[src/rtl/core/hsort_pkg.sv]
// Shared types and defaults of the in-place min-heap sorter.
// No dependencies; hsort_cmp, hsort_seq and the top level import this package.
package hsort_pkg;

  localparam int DEPTH_DEF      = 64;
  localparam int DATA_WIDTH_DEF = 32;

  // Sequencer states
  typedef enum logic [3:0] {
    ST_IDLE,
    ST_UP_RD,
    ST_UP_CMP,
    ST_SRT,
    ST_SRT_SWAP,
    ST_DN_RD,
    ST_DN_CMP,
    ST_EM_RD,
    ST_EM_WR
  } hs_state_t;

  // Which operand the compare unit found smallest
  typedef enum logic [1:0] {
    PICK_X,
    PICK_A,
    PICK_B
  } pick_t;

  // Sequencer to output register
  typedef struct packed {
    logic load;
    logic last;
  } emit_ctl_t;

endpackage

[src/rtl/core/hsort_in_if.sv]
// Input channel of the heap sorter: valid/ready plus value and last flag.
// Standalone interface, no package dependency.
interface hsort_in_if #(
  parameter int DATA_WIDTH = 32
);
  logic                         valid;
  logic                         ready;
  logic signed [DATA_WIDTH-1:0] value;
  logic                         last;

  modport source (output valid, output value, output last, input ready);
  modport sink   (input valid, input value, input last, output ready);
endinterface

[src/rtl/core/hsort_out_if.sv]
// Result channel of the heap sorter: valid/ready plus sorted value and last flag.
// Standalone interface, no package dependency.
interface hsort_out_if #(
  parameter int DATA_WIDTH = 32
);
  logic                         valid;
  logic                         ready;
  logic signed [DATA_WIDTH-1:0] value_res;
  logic                         last_res;

  modport source (output valid, output value_res, output last_res, input ready);
  modport sink   (input valid, input value_res, input last_res, output ready);
endinterface

[src/rtl/core/hsort_mem.sv]
// Heap store: one write port, two read ports with registered read data.
// Depends on nothing but its parameters.
module hsort_mem #(
  parameter int DEPTH      = 64,
  parameter int DATA_WIDTH = 32,
  parameter int AW         = 6
) (
  input  logic                  clk,
  input  logic                  wr_en,
  input  logic [AW-1:0]         wr_addr,
  input  logic [DATA_WIDTH-1:0] wr_data,
  input  logic [AW-1:0]         rd_addr_a,
  input  logic [AW-1:0]         rd_addr_b,
  output logic [DATA_WIDTH-1:0] rd_data_a,
  output logic [DATA_WIDTH-1:0] rd_data_b
);

  logic [DATA_WIDTH-1:0] mem [DEPTH];

  always_ff @(posedge clk) begin
    if (wr_en) begin
      mem[wr_addr] <= wr_data;
    end
  end

  always_ff @(posedge clk) begin
    rd_data_a <= mem[rd_addr_a];
    rd_data_b <= mem[rd_addr_b];
  end

endmodule

[src/rtl/core/hsort_cmp.sv]
// Shared signed compare unit: smallest of x, a and (optionally) b.
// Uses hsort_pkg::pick_t. Ties keep the earlier operand.
module hsort_cmp #(
  parameter int DATA_WIDTH = 32
) (
  input  logic [DATA_WIDTH-1:0] x,
  input  logic [DATA_WIDTH-1:0] a,
  input  logic [DATA_WIDTH-1:0] b,
  input  logic                  b_ok,
  output hsort_pkg::pick_t      pick,
  output logic [DATA_WIDTH-1:0] min_val
);
  import hsort_pkg::*;

  logic [DATA_WIDTH-1:0] best_xa;
  pick_t                 pick_xa;

  always_comb begin
    if ($signed(a) < $signed(x)) begin
      best_xa = a;
      pick_xa = PICK_A;
    end else begin
      best_xa = x;
      pick_xa = PICK_X;
    end
    if (b_ok && ($signed(b) < $signed(best_xa))) begin
      min_val = b;
      pick    = PICK_B;
    end else begin
      min_val = best_xa;
      pick    = pick_xa;
    end
  end

endmodule

[src/rtl/core/hsort_seq.sv]
// Sequencer of the heap sorter: sift-up on insert, root extraction with
// sift-down, then read-out. Uses hsort_pkg; drives hsort_mem and hsort_cmp.
module hsort_seq #(
  parameter int DEPTH      = 64,
  parameter int DATA_WIDTH = 32,
  parameter int AW         = 6,
  parameter int CW         = 7
) (
  input  logic                  clk,
  input  logic                  rst_n,
  // input words
  input  logic                  in_valid,
  input  logic [DATA_WIDTH-1:0] in_value,
  input  logic                  in_last,
  output logic                  in_ready,
  // output register
  input  logic                  out_free,
  output hsort_pkg::emit_ctl_t  emit,
  output logic [DATA_WIDTH-1:0] emit_value,
  // heap store
  output logic                  wr_en,
  output logic [AW-1:0]         wr_addr,
  output logic [DATA_WIDTH-1:0] wr_data,
  output logic [AW-1:0]         rd_addr_a,
  output logic [AW-1:0]         rd_addr_b,
  input  logic [DATA_WIDTH-1:0] rd_data_a,
  input  logic [DATA_WIDTH-1:0] rd_data_b,
  // compare unit
  output logic [DATA_WIDTH-1:0] cmp_x,
  output logic [DATA_WIDTH-1:0] cmp_a,
  output logic [DATA_WIDTH-1:0] cmp_b,
  output logic                  cmp_b_ok,
  input  hsort_pkg::pick_t      cmp_pick,
  input  logic [DATA_WIDTH-1:0] cmp_min
);
  import hsort_pkg::*;

  localparam int IW = AW + 2;

  hs_state_t             state_r, state_nxt;
  logic [DATA_WIDTH-1:0] v_r, v_nxt;        // element being sifted (hole value)
  logic                  last_r, last_nxt;
  logic [CW-1:0]         count_r, count_nxt;
  logic [CW-1:0]         size_r, size_nxt;
  logic [AW-1:0]         pos_r, pos_nxt;    // hole position
  logic [AW-1:0]         walk_r, walk_nxt;

  logic [IW-1:0] left, right, size_ext;
  logic [AW-1:0] parent;
  logic [CW-1:0] sz_m1;
  logic          ins_done;
  logic          em_last;

  always_ff @(posedge clk) begin
    if (!rst_n) begin
      state_r <= ST_IDLE;
      count_r <= '0;
      size_r  <= '0;
      walk_r  <= '0;
    end else begin
      state_r <= state_nxt;
      count_r <= count_nxt;
      size_r  <= size_nxt;
      walk_r  <= walk_nxt;
    end
  end

  always_ff @(posedge clk) begin
    v_r    <= v_nxt;
    last_r <= last_nxt;
    pos_r  <= pos_nxt;
  end

  assign left       = {1'b0, pos_r, 1'b1};
  assign right      = left + IW'(1);
  assign size_ext   = IW'(size_r);
  assign parent     = (pos_r - AW'(1)) >> 1;
  assign sz_m1      = size_r - CW'(1);
  assign em_last    = ((CW'(walk_r) + CW'(1)) == count_r);
  assign emit_value = rd_data_a;

  always_comb begin
    state_nxt = state_r;
    v_nxt     = v_r;
    last_nxt  = last_r;
    count_nxt = count_r;
    size_nxt  = size_r;
    pos_nxt   = pos_r;
    walk_nxt  = walk_r;
    wr_en     = 1'b0;
    wr_addr   = pos_r;
    wr_data   = v_r;
    rd_addr_a = pos_r;
    rd_addr_b = pos_r;
    cmp_x     = rd_data_a;
    cmp_a     = v_r;
    cmp_b     = rd_data_b;
    cmp_b_ok  = 1'b0;
    in_ready  = 1'b0;
    emit      = '0;
    ins_done  = 1'b0;

    unique case (state_r)
      ST_IDLE: begin
        in_ready = 1'b1;
        if (in_valid) begin
          v_nxt    = in_value;
          last_nxt = in_last;
          if (count_r != CW'(DEPTH)) begin
            pos_nxt   = count_r[AW-1:0];
            state_nxt = ST_UP_RD;
          end else if (in_last) begin
            // store full: word dropped, sort what is held
            size_nxt  = count_r;
            state_nxt = ST_SRT;
          end
        end
      end
      ST_UP_RD: begin
        if (pos_r == '0) begin
          wr_en    = 1'b1;
          ins_done = 1'b1;
        end else begin
          rd_addr_a = parent;
          state_nxt = ST_UP_CMP;
        end
      end
      ST_UP_CMP: begin
        // parent moves down into the hole if new value is smaller
        wr_en = 1'b1;
        if (cmp_pick == PICK_A) begin
          wr_data   = rd_data_a;
          pos_nxt   = parent;
          state_nxt = ST_UP_RD;
        end else begin
          ins_done = 1'b1;
        end
      end
      ST_SRT: begin
        if (size_r <= CW'(1)) begin
          walk_nxt  = '0;
          state_nxt = ST_EM_RD;
        end else begin
          rd_addr_a = '0;
          rd_addr_b = sz_m1[AW-1:0];
          state_nxt = ST_SRT_SWAP;
        end
      end
      ST_SRT_SWAP: begin
        // root goes to the end; former last entry sifts down from the root
        wr_en     = 1'b1;
        wr_addr   = sz_m1[AW-1:0];
        wr_data   = rd_data_a;
        v_nxt     = rd_data_b;
        size_nxt  = sz_m1;
        pos_nxt   = '0;
        state_nxt = ST_DN_RD;
      end
      ST_DN_RD: begin
        if (left >= size_ext) begin
          wr_en     = 1'b1;
          state_nxt = ST_SRT;
        end else begin
          rd_addr_a = left[AW-1:0];
          rd_addr_b = right[AW-1:0];
          state_nxt = ST_DN_CMP;
        end
      end
      ST_DN_CMP: begin
        cmp_x    = v_r;
        cmp_a    = rd_data_a;
        cmp_b    = rd_data_b;
        cmp_b_ok = (right < size_ext);
        wr_en    = 1'b1;
        unique case (cmp_pick)
          PICK_X: begin
            state_nxt = ST_SRT;
          end
          PICK_A: begin
            wr_data   = cmp_min;
            pos_nxt   = left[AW-1:0];
            state_nxt = ST_DN_RD;
          end
          PICK_B: begin
            wr_data   = cmp_min;
            pos_nxt   = right[AW-1:0];
            state_nxt = ST_DN_RD;
          end
          default: begin
            state_nxt = ST_SRT;
          end
        endcase
      end
      ST_EM_RD: begin
        rd_addr_a = walk_r;
        state_nxt = ST_EM_WR;
      end
      ST_EM_WR: begin
        rd_addr_a = walk_r;
        if (out_free) begin
          emit.load = 1'b1;
          emit.last = em_last;
          if (em_last) begin
            count_nxt = '0;
            size_nxt  = '0;
            walk_nxt  = '0;
            state_nxt = ST_IDLE;
          end else begin
            walk_nxt  = walk_r + AW'(1);
            state_nxt = ST_EM_RD;
          end
        end
      end
      default: begin
        state_nxt = ST_IDLE;
      end
    endcase

    if (ins_done) begin
      count_nxt = count_r + CW'(1);
      if (last_r) begin
        size_nxt  = count_r + CW'(1);
        state_nxt = ST_SRT;
      end else begin
        state_nxt = ST_IDLE;
      end
    end
  end

endmodule

[src/rtl/core/in_place_min_heap_sort_core.sv]
// In-place min-heap sorter, top level.
// Collects a set of signed words on in_ch, one per handshake; the word with
// last set closes the set. Each word is written at the end of the heap store
// and sifted up (min-heap). On the last word the block repeatedly moves the
// root to the end of the shrinking heap and sifts down, leaving the store in
// descending order, then sends it on out_ch, last_res set on the final word.
// Words beyond DEPTH are dropped; a last flag on a dropped word still sorts.
// On insert a word climbs at most log2 DEPTH levels of the heap.
// All of it runs on one shared compare unit against a 1W/2R store, and in_ch
// is not ready while a word is being inserted, sorted or sent.
// out_ch has an output register: a stalled receiver holds the sequencer in
// its send state with the word held, nothing is lost. After the final word is
// loaded, in_ch is ready again while that word waits to be taken.
// Reset (rst_n low, synchronous) empties the set and the output register.
// The store itself is not cleared; only entries written in this set are read.
module in_place_min_heap_sort_core #(
  parameter int DEPTH      = hsort_pkg::DEPTH_DEF,
  parameter int DATA_WIDTH = hsort_pkg::DATA_WIDTH_DEF
) (
  input logic        clk,
  input logic        rst_n,
  hsort_in_if.sink   in_ch,
  hsort_out_if.source out_ch
);
  import hsort_pkg::*;

  localparam int AW = $clog2(DEPTH);
  localparam int CW = $clog2(DEPTH + 1);

  // store port
  logic                  wr_en;
  logic [AW-1:0]         wr_addr;
  logic [DATA_WIDTH-1:0] wr_data;
  logic [AW-1:0]         rd_addr_a, rd_addr_b;
  logic [DATA_WIDTH-1:0] rd_data_a, rd_data_b;

  // compare unit
  logic [DATA_WIDTH-1:0] cmp_x, cmp_a, cmp_b, cmp_min;
  logic                  cmp_b_ok;
  pick_t                 cmp_pick;

  // output register
  emit_ctl_t             emit;
  logic [DATA_WIDTH-1:0] emit_value;
  logic                  out_valid_r, out_valid_nxt;
  logic [DATA_WIDTH-1:0] out_value_r, out_value_nxt;
  logic                  out_last_r, out_last_nxt;
  logic                  out_free;

  hsort_mem #(
    .DEPTH      (DEPTH),
    .DATA_WIDTH (DATA_WIDTH),
    .AW         (AW)
  ) u_mem (
    .clk       (clk),
    .wr_en     (wr_en),
    .wr_addr   (wr_addr),
    .wr_data   (wr_data),
    .rd_addr_a (rd_addr_a),
    .rd_addr_b (rd_addr_b),
    .rd_data_a (rd_data_a),
    .rd_data_b (rd_data_b)
  );

  hsort_cmp #(
    .DATA_WIDTH (DATA_WIDTH)
  ) u_cmp (
    .x       (cmp_x),
    .a       (cmp_a),
    .b       (cmp_b),
    .b_ok    (cmp_b_ok),
    .pick    (cmp_pick),
    .min_val (cmp_min)
  );

  hsort_seq #(
    .DEPTH      (DEPTH),
    .DATA_WIDTH (DATA_WIDTH),
    .AW         (AW),
    .CW         (CW)
  ) u_seq (
    .clk        (clk),
    .rst_n      (rst_n),
    .in_valid   (in_ch.valid),
    .in_value   (in_ch.value),
    .in_last    (in_ch.last),
    .in_ready   (in_ch.ready),
    .out_free   (out_free),
    .emit       (emit),
    .emit_value (emit_value),
    .wr_en      (wr_en),
    .wr_addr    (wr_addr),
    .wr_data    (wr_data),
    .rd_addr_a  (rd_addr_a),
    .rd_addr_b  (rd_addr_b),
    .rd_data_a  (rd_data_a),
    .rd_data_b  (rd_data_b),
    .cmp_x      (cmp_x),
    .cmp_a      (cmp_a),
    .cmp_b      (cmp_b),
    .cmp_b_ok   (cmp_b_ok),
    .cmp_pick   (cmp_pick),
    .cmp_min    (cmp_min)
  );

  // register is free when empty or being drained this cycle
  assign out_free = !out_valid_r || out_ch.ready;

  always_comb begin
    out_valid_nxt = out_valid_r;
    out_value_nxt = out_value_r;
    out_last_nxt  = out_last_r;
    if (out_ch.ready) begin
      out_valid_nxt = 1'b0;
    end
    if (emit.load) begin
      out_valid_nxt = 1'b1;
      out_value_nxt = emit_value;
      out_last_nxt  = emit.last;
    end
  end

  always_ff @(posedge clk) begin
    if (!rst_n) begin
      out_valid_r <= 1'b0;
    end else begin
      out_valid_r <= out_valid_nxt;
    end
  end

  always_ff @(posedge clk) begin
    out_value_r <= out_value_nxt;
    out_last_r  <= out_last_nxt;
  end

  assign out_ch.valid     = out_valid_r;
  assign out_ch.value_res = out_value_r;
  assign out_ch.last_res  = out_last_r;

  // never overwrite a word the receiver has not taken
  a_no_overrun: assert property (@(posedge clk) disable iff (!rst_n)
    emit.load |-> (!out_valid_r || out_ch.ready))
    else $error("output word overwritten while stalled");

  // a closing word starts sorting, so input must drop next cycle
  a_busy_after_last: assert property (@(posedge clk) disable iff (!rst_n)
    (in_ch.valid && in_ch.ready && in_ch.last) |=> !in_ch.ready)
    else $error("input ready right after closing word");

  // output valid only rises from a sequencer load
  a_valid_from_load: assert property (@(posedge clk) disable iff (!rst_n)
    $rose(out_valid_r) |-> $past(emit.load))
    else $error("output valid without load");

  // no new input while a run is being sent
  a_no_input_while_sending: assert property (@(posedge clk) disable iff (!rst_n)
    (emit.load && !emit.last) |-> !in_ch.ready)
    else $error("input ready during read-out");

endmodule
[src/flat_wrapper.sv]
// flat-port wrapper written by rule: the top's interface ports become plain ports
module in_place_min_heap_sort_core_flat import hsort_pkg::*;
#(
  parameter int DEPTH      = hsort_pkg::DEPTH_DEF,
  parameter int DATA_WIDTH = hsort_pkg::DATA_WIDTH_DEF
)
  (clk, rst_n, in_ch_valid, in_ch_value, in_ch_last, in_ch_ready, out_ch_valid, out_ch_value_res, out_ch_last_res, out_ch_ready);
  hsort_in_if #(.DATA_WIDTH(DATA_WIDTH)) in_ch_i ();
  hsort_out_if #(.DATA_WIDTH(DATA_WIDTH)) out_ch_i ();
  input logic clk;
  input logic rst_n;
  input wire logic [$bits(in_ch_i.valid)-1:0] in_ch_valid;
  input wire logic [$bits(in_ch_i.value)-1:0] in_ch_value;
  input wire logic [$bits(in_ch_i.last)-1:0] in_ch_last;
  output wire logic [$bits(in_ch_i.ready)-1:0] in_ch_ready;
  output wire logic [$bits(out_ch_i.valid)-1:0] out_ch_valid;
  output wire logic [$bits(out_ch_i.value_res)-1:0] out_ch_value_res;
  output wire logic [$bits(out_ch_i.last_res)-1:0] out_ch_last_res;
  input wire logic [$bits(out_ch_i.ready)-1:0] out_ch_ready;
  assign in_ch_i.valid = in_ch_valid;
  assign in_ch_i.value = in_ch_value;
  assign in_ch_i.last = in_ch_last;
  assign in_ch_ready = in_ch_i.ready;
  assign out_ch_valid = out_ch_i.valid;
  assign out_ch_value_res = out_ch_i.value_res;
  assign out_ch_last_res = out_ch_i.last_res;
  assign out_ch_i.ready = out_ch_ready;
  in_place_min_heap_sort_core #(.DEPTH(DEPTH), .DATA_WIDTH(DATA_WIDTH)) u_core (.clk(clk), .rst_n(rst_n), .in_ch(in_ch_i), .out_ch(out_ch_i));
endmodule
[config.mk]
export PLATFORM = sky130hd
export DESIGN_NAME = in_place_min_heap_sort_core_flat
export DESIGN_NICKNAME = d
export VERILOG_FILES = /design/src/rtl/core/hsort_pkg.sv /design/src/rtl/core/hsort_in_if.sv /design/src/rtl/core/hsort_out_if.sv /design/src/rtl/core/hsort_mem.sv /design/src/rtl/core/hsort_cmp.sv /design/src/rtl/core/hsort_seq.sv /design/src/rtl/core/in_place_min_heap_sort_core.sv /design/src/flat_wrapper.sv
export SDC_FILE = /design/constraint.sdc
export NUM_CORES = 2
export LEC_CHECK = 0
export BUFFER_PORTS_ARGS = -buffer_cell sky130_fd_sc_hd__clkbuf_2
export CAP_MARGIN = 10
export CORE_MARGIN = 2
export CORE_UTILIZATION = 30
export CTS_BUF_LIST = sky130_fd_sc_hd__clkbuf_2 sky130_fd_sc_hd__clkbuf_4 sky130_fd_sc_hd__clkbuf_8
export DETAILED_ROUTE_END_ITERATION = 8
export PLACE_DENSITY = 0.43
export SYNTH_ARGS = -nofsm -noshare
export SYNTH_HDL_FRONTEND = slang
export SYNTH_HIERARCHICAL = 1
export SYNTH_SLANG_ARGS = --single-unit
[constraint.sdc]
create_clock -name clk -period 10 [get_ports clk]
set_clock_uncertainty 0.05 [all_clocks]
set_input_delay 2 -clock clk [delete_from_list [all_inputs] [get_ports clk]]
set_output_delay 2 -clock clk [all_outputs]
set_load 0.005 [all_outputs]
==> impl_metrics.ini <==
[pwr]
ir_worst_vdd_uv = 229
pwr-share-clk = 0.225
switching_share = 0.396
power.share.sequential = 0.311
power_leakage_nw = 37.2
switching_power_mw = 15.0
power_frac_comb = 0.464
powerDensity_mw_per_mm2 = 317
p_int_mw = 22.8

[floorplan]
initial_utilization = 0.301
top_level_ports = 72
die-height_um = 596
placementRows = 217
coreArea_mm2 = 0.349
dieWidth_um = 596
dieArea_mm2 = 0.356

[synth]
ys_dominant_reg_cell = edfxtp_1
post_synth_edffs = 2120
netlist_area_mm2 = 0.105
post_synth.cell_area_avg_um2 = 18.5
synth.distinct_cells = 89
synth.yosys.warnings = 6
post_synth_inst_count = 5702
ys_seq_elements = 2209
synth-seq-area-share = 0.622
synthDominantCellAreaShare = 0.605
synthTopCellsByArea = edfxtp_1 60%, mux4_2 24%, mux2i_1 2.0%, dfxtp_1 1.7%, nand2_1 1.6%
synthesized_nets = 5822
synth_top_area_cell = edfxtp_1
async_flop_share = 0

[sta]
timing.final.crit_period_ps = 9500
setup_violation_total_in_the_final_timing_report = 0
finalHoldViolations = 0
setup_total_negative_slack_ps = 0
setup_slack_ps = 496
unrepaired_setup_endpoints_after_global_routing = false
max_slew.worst_pin.slew_ps = 1380
timing.max_slew.rel_slack = 0.0828
max_clk_rate_mhz = 105
timing.final.crit_share = 0.950
maxSlewViolCount = 0
finalHoldWorstSlack_ps = 479

[worst_setup_path]
nature_of_the_critical_path_startpoint = flop
crit_path_max_fanout = 64
critPathTopFamily = compound AO/OA/AOI/OAI gates
worst_ep_arrival_time_ps = 9960
critPathSlowestCell = dfxtp_1
worstPathBufferInverterCount = 6
cpPeakStageDelay_ps = 640
cp.required_ps = 10460
worst_setup_path_end_kind = flop
setup.worst_path.class = flop to flop

[detailed_routing]
routed_wire_length_per_instance_um = 35.9
drt-initial-drc-count = 6902
vias_per_cell = 5.68
via_count = 61300
drc_violations_left = 0
totalWireLength_um = 387000
drtPass1Iterations = 6
final_antenna_net_count = 0

[global_route]
initial_antenna_violation_count = 16
global_route_wire_length_before_repair_um = 532000
grt_start_max_net_pins = 98
first_global_vias = 62500
grt_usage = 0.214
globalRoute.totalOverflow = 0

[placed_design]
dp_hpwl_um = 229000
input_output_buffers = 71
routabilityCongestion = 0.854
place_ws_ps = 471

[finish]
nNetsFinal = 5989
layout.area.seq_mm2 = 0.0654
multi_input_comb_area_mm2 = 0.0376
area_growth_synth_to_finish_pct = 13.1
num-fill-cells = 33000
proportion_of_layout_cells_with_a_drive_suffix_above_1 = 0.355

[clocking]
clock_tree.root_cell = clkbuf_8
numCtsBuffers = 391
cts-hold-fix-buffers = 0
clk_latency_ps = 1020
cts-htree-levels = 5
clk_pin_slew_worst_paths_ps = 60
clkSinkCount = 2209
clock_tree_from_tritoncts = done
clk_path_buf_depth = 4

[hold_path]
min_path_type = flop to flop

[job]
maxCapViolCount = 0

[outcome]
outcome = finished, final reports clean
[cells in the final DEF, fill, tap and decap left out, drive strengths merged, types with 16 or more instances in the layout]
| master | instances |
|---|---|
| mux4 | 1124 |
| ha | 83 |
| o211ai | 38 |
| dfxtp | 89 |
| nand2 | 440 |
| mux2i | 208 |
| clkbuf | 602 |
| o21ai | 80 |
| clkinv | 152 |
| o221ai | 23 |
| a22oi | 87 |
| nor3 | 17 |
| nor2 | 171 |
| buf | 194 |
| o22ai | 62 |
| nand2b | 16 |
| edfxtp | 2120 |
| a31oi | 41 |
| a222oi | 32 |
| a211oi | 18 |
| nand3 | 30 |
| mux2 | 38 |
| nand4 | 22 |
| a21oi | 166 |
| inv | 84 |
| nor2b | 27 |
[registers in the layout (all words and copies together), names as in the netlist]
register	cells
u_core/u_seq/v_r	32
u_core/out_ch.valid	1
u_core/u_seq/walk_r	6
u_core/u_mem/rd_data_a	32
u_core/u_seq/count_r	7
u_core/out_ch.value_res	32
u_core/u_seq/state_r	4
u_core/u_mem/mem	2048
u_core/u_seq/pos_r	6
u_core/u_seq/last_r	1
u_core/out_ch.last_res	1
u_core/u_seq/size_r	7
u_core/u_mem/rd_data_b	32
[layout make-up]
class                      count  share of cell area
clock inverter               171             0.00954
sequential                  2209               0.550
multi-input combinational   2913               0.316
antenna                        8            0.000168
inverter                      89             0.00285
timing repair buffer         265              0.0182
clock buffer                 531              0.0554
tap                         4599              0.0483
[logic make-up (layout without fill, tap and decap cells)]
family	count (synthesis)	count (layout)	synth area share
DFF	2209	2209	0.622
muxes	1370	1370	0.264
adders and majority gates	83	83	0.00987
AOI/OAI and AO/OA	651	651	0.0419
xor gates and xnor gates	24	24	0.00200
other	0	8	0
buffers and inverters	580	1056	0.0276
and+or+nand+nor	785	785	0.0323
[worst reg2reg max path: cells and delay by family, from the launching register on]
family / cells / cell delay (ps)
AO/OA/AOI/OAI: 12 / 3640
buffers and inverters: 6 / 1710
AND/OR/NAND/NOR: 8 / 1580
adder cells (fa/ha/maj): 3 / 1000
flip-flops: 1 / 640
multiplexers: 1 / 300
[power by group through the flow]
stage	registers, mW	clock network, mW	logic, mW
floorplan	11.6	0	11.6
global placement	11.9	0	17.6
detailed placement	11.9	0	17.5
CTS	11.7	8.71	17.6
global route	11.8	9.08	18.5
finish	11.8	8.49	17.5
[repair_timing]
| action | 4_1_cts | 5_1_grt |
|---|---|---|
| gates resized for setup | 0 | 5 |
| setup buffers | 0 | 0 |
| endpoints found under the setup margin | 0 | 394 |
[cells in the mapped netlist, types with 47 or more instances]
library cell / instances
o22ai_1: 61
a21oi_1: 166
ha_1: 83
mux4_2: 1124
nand2_1: 439
buf_4: 122
edfxtp_1: 2120
nor2_1: 169
mux2i_1: 208
o21ai_0: 47
dfxtp_1: 89
buf_2: 138
a22oi_1: 87
clkbuf_1: 185
inv_1: 84
[layer usage]
layer,global-route usage,vias to the layer above,wire [um]
met1,0.294,33800,166000
met3,0.0428,541,27700
met5,0,-,46
li1,-,24400,-
met4,0.0593,6,10500
met2,0.346,2525,183000
[path summary, 6_finish.rpt]
check | from | to | slack, ps | cells past startpoint
setup / recovery | u_core/u_seq/state_r[2] | u_core/u_mem/mem[3][19] | 500 | 30
hold / removal | u_core/u_seq/size_r[4] | u_core/u_seq/size_r[4] | 480 | 1
setup reg to reg | u_core/u_seq/state_r[2] | u_core/u_mem/mem[3][19] | 500 | 30
hold reg to reg | u_core/u_seq/size_r[4] | u_core/u_seq/size_r[4] | 480 | 1
[stage by stage]
step	utilization	area (um^2)	std cells	power, mW
floorplan	-	105000	5702	23.1
global placement	0.319	111000	10100	29.5
detailed placement	0.319	111000	10100	29.5
CTS	0.341	119000	10800	38.0
global route	0.341	119000	10800	39.3
finish	0.341	119000	10800	37.8
No activity file was read; power rests on OpenSTA's default activity.
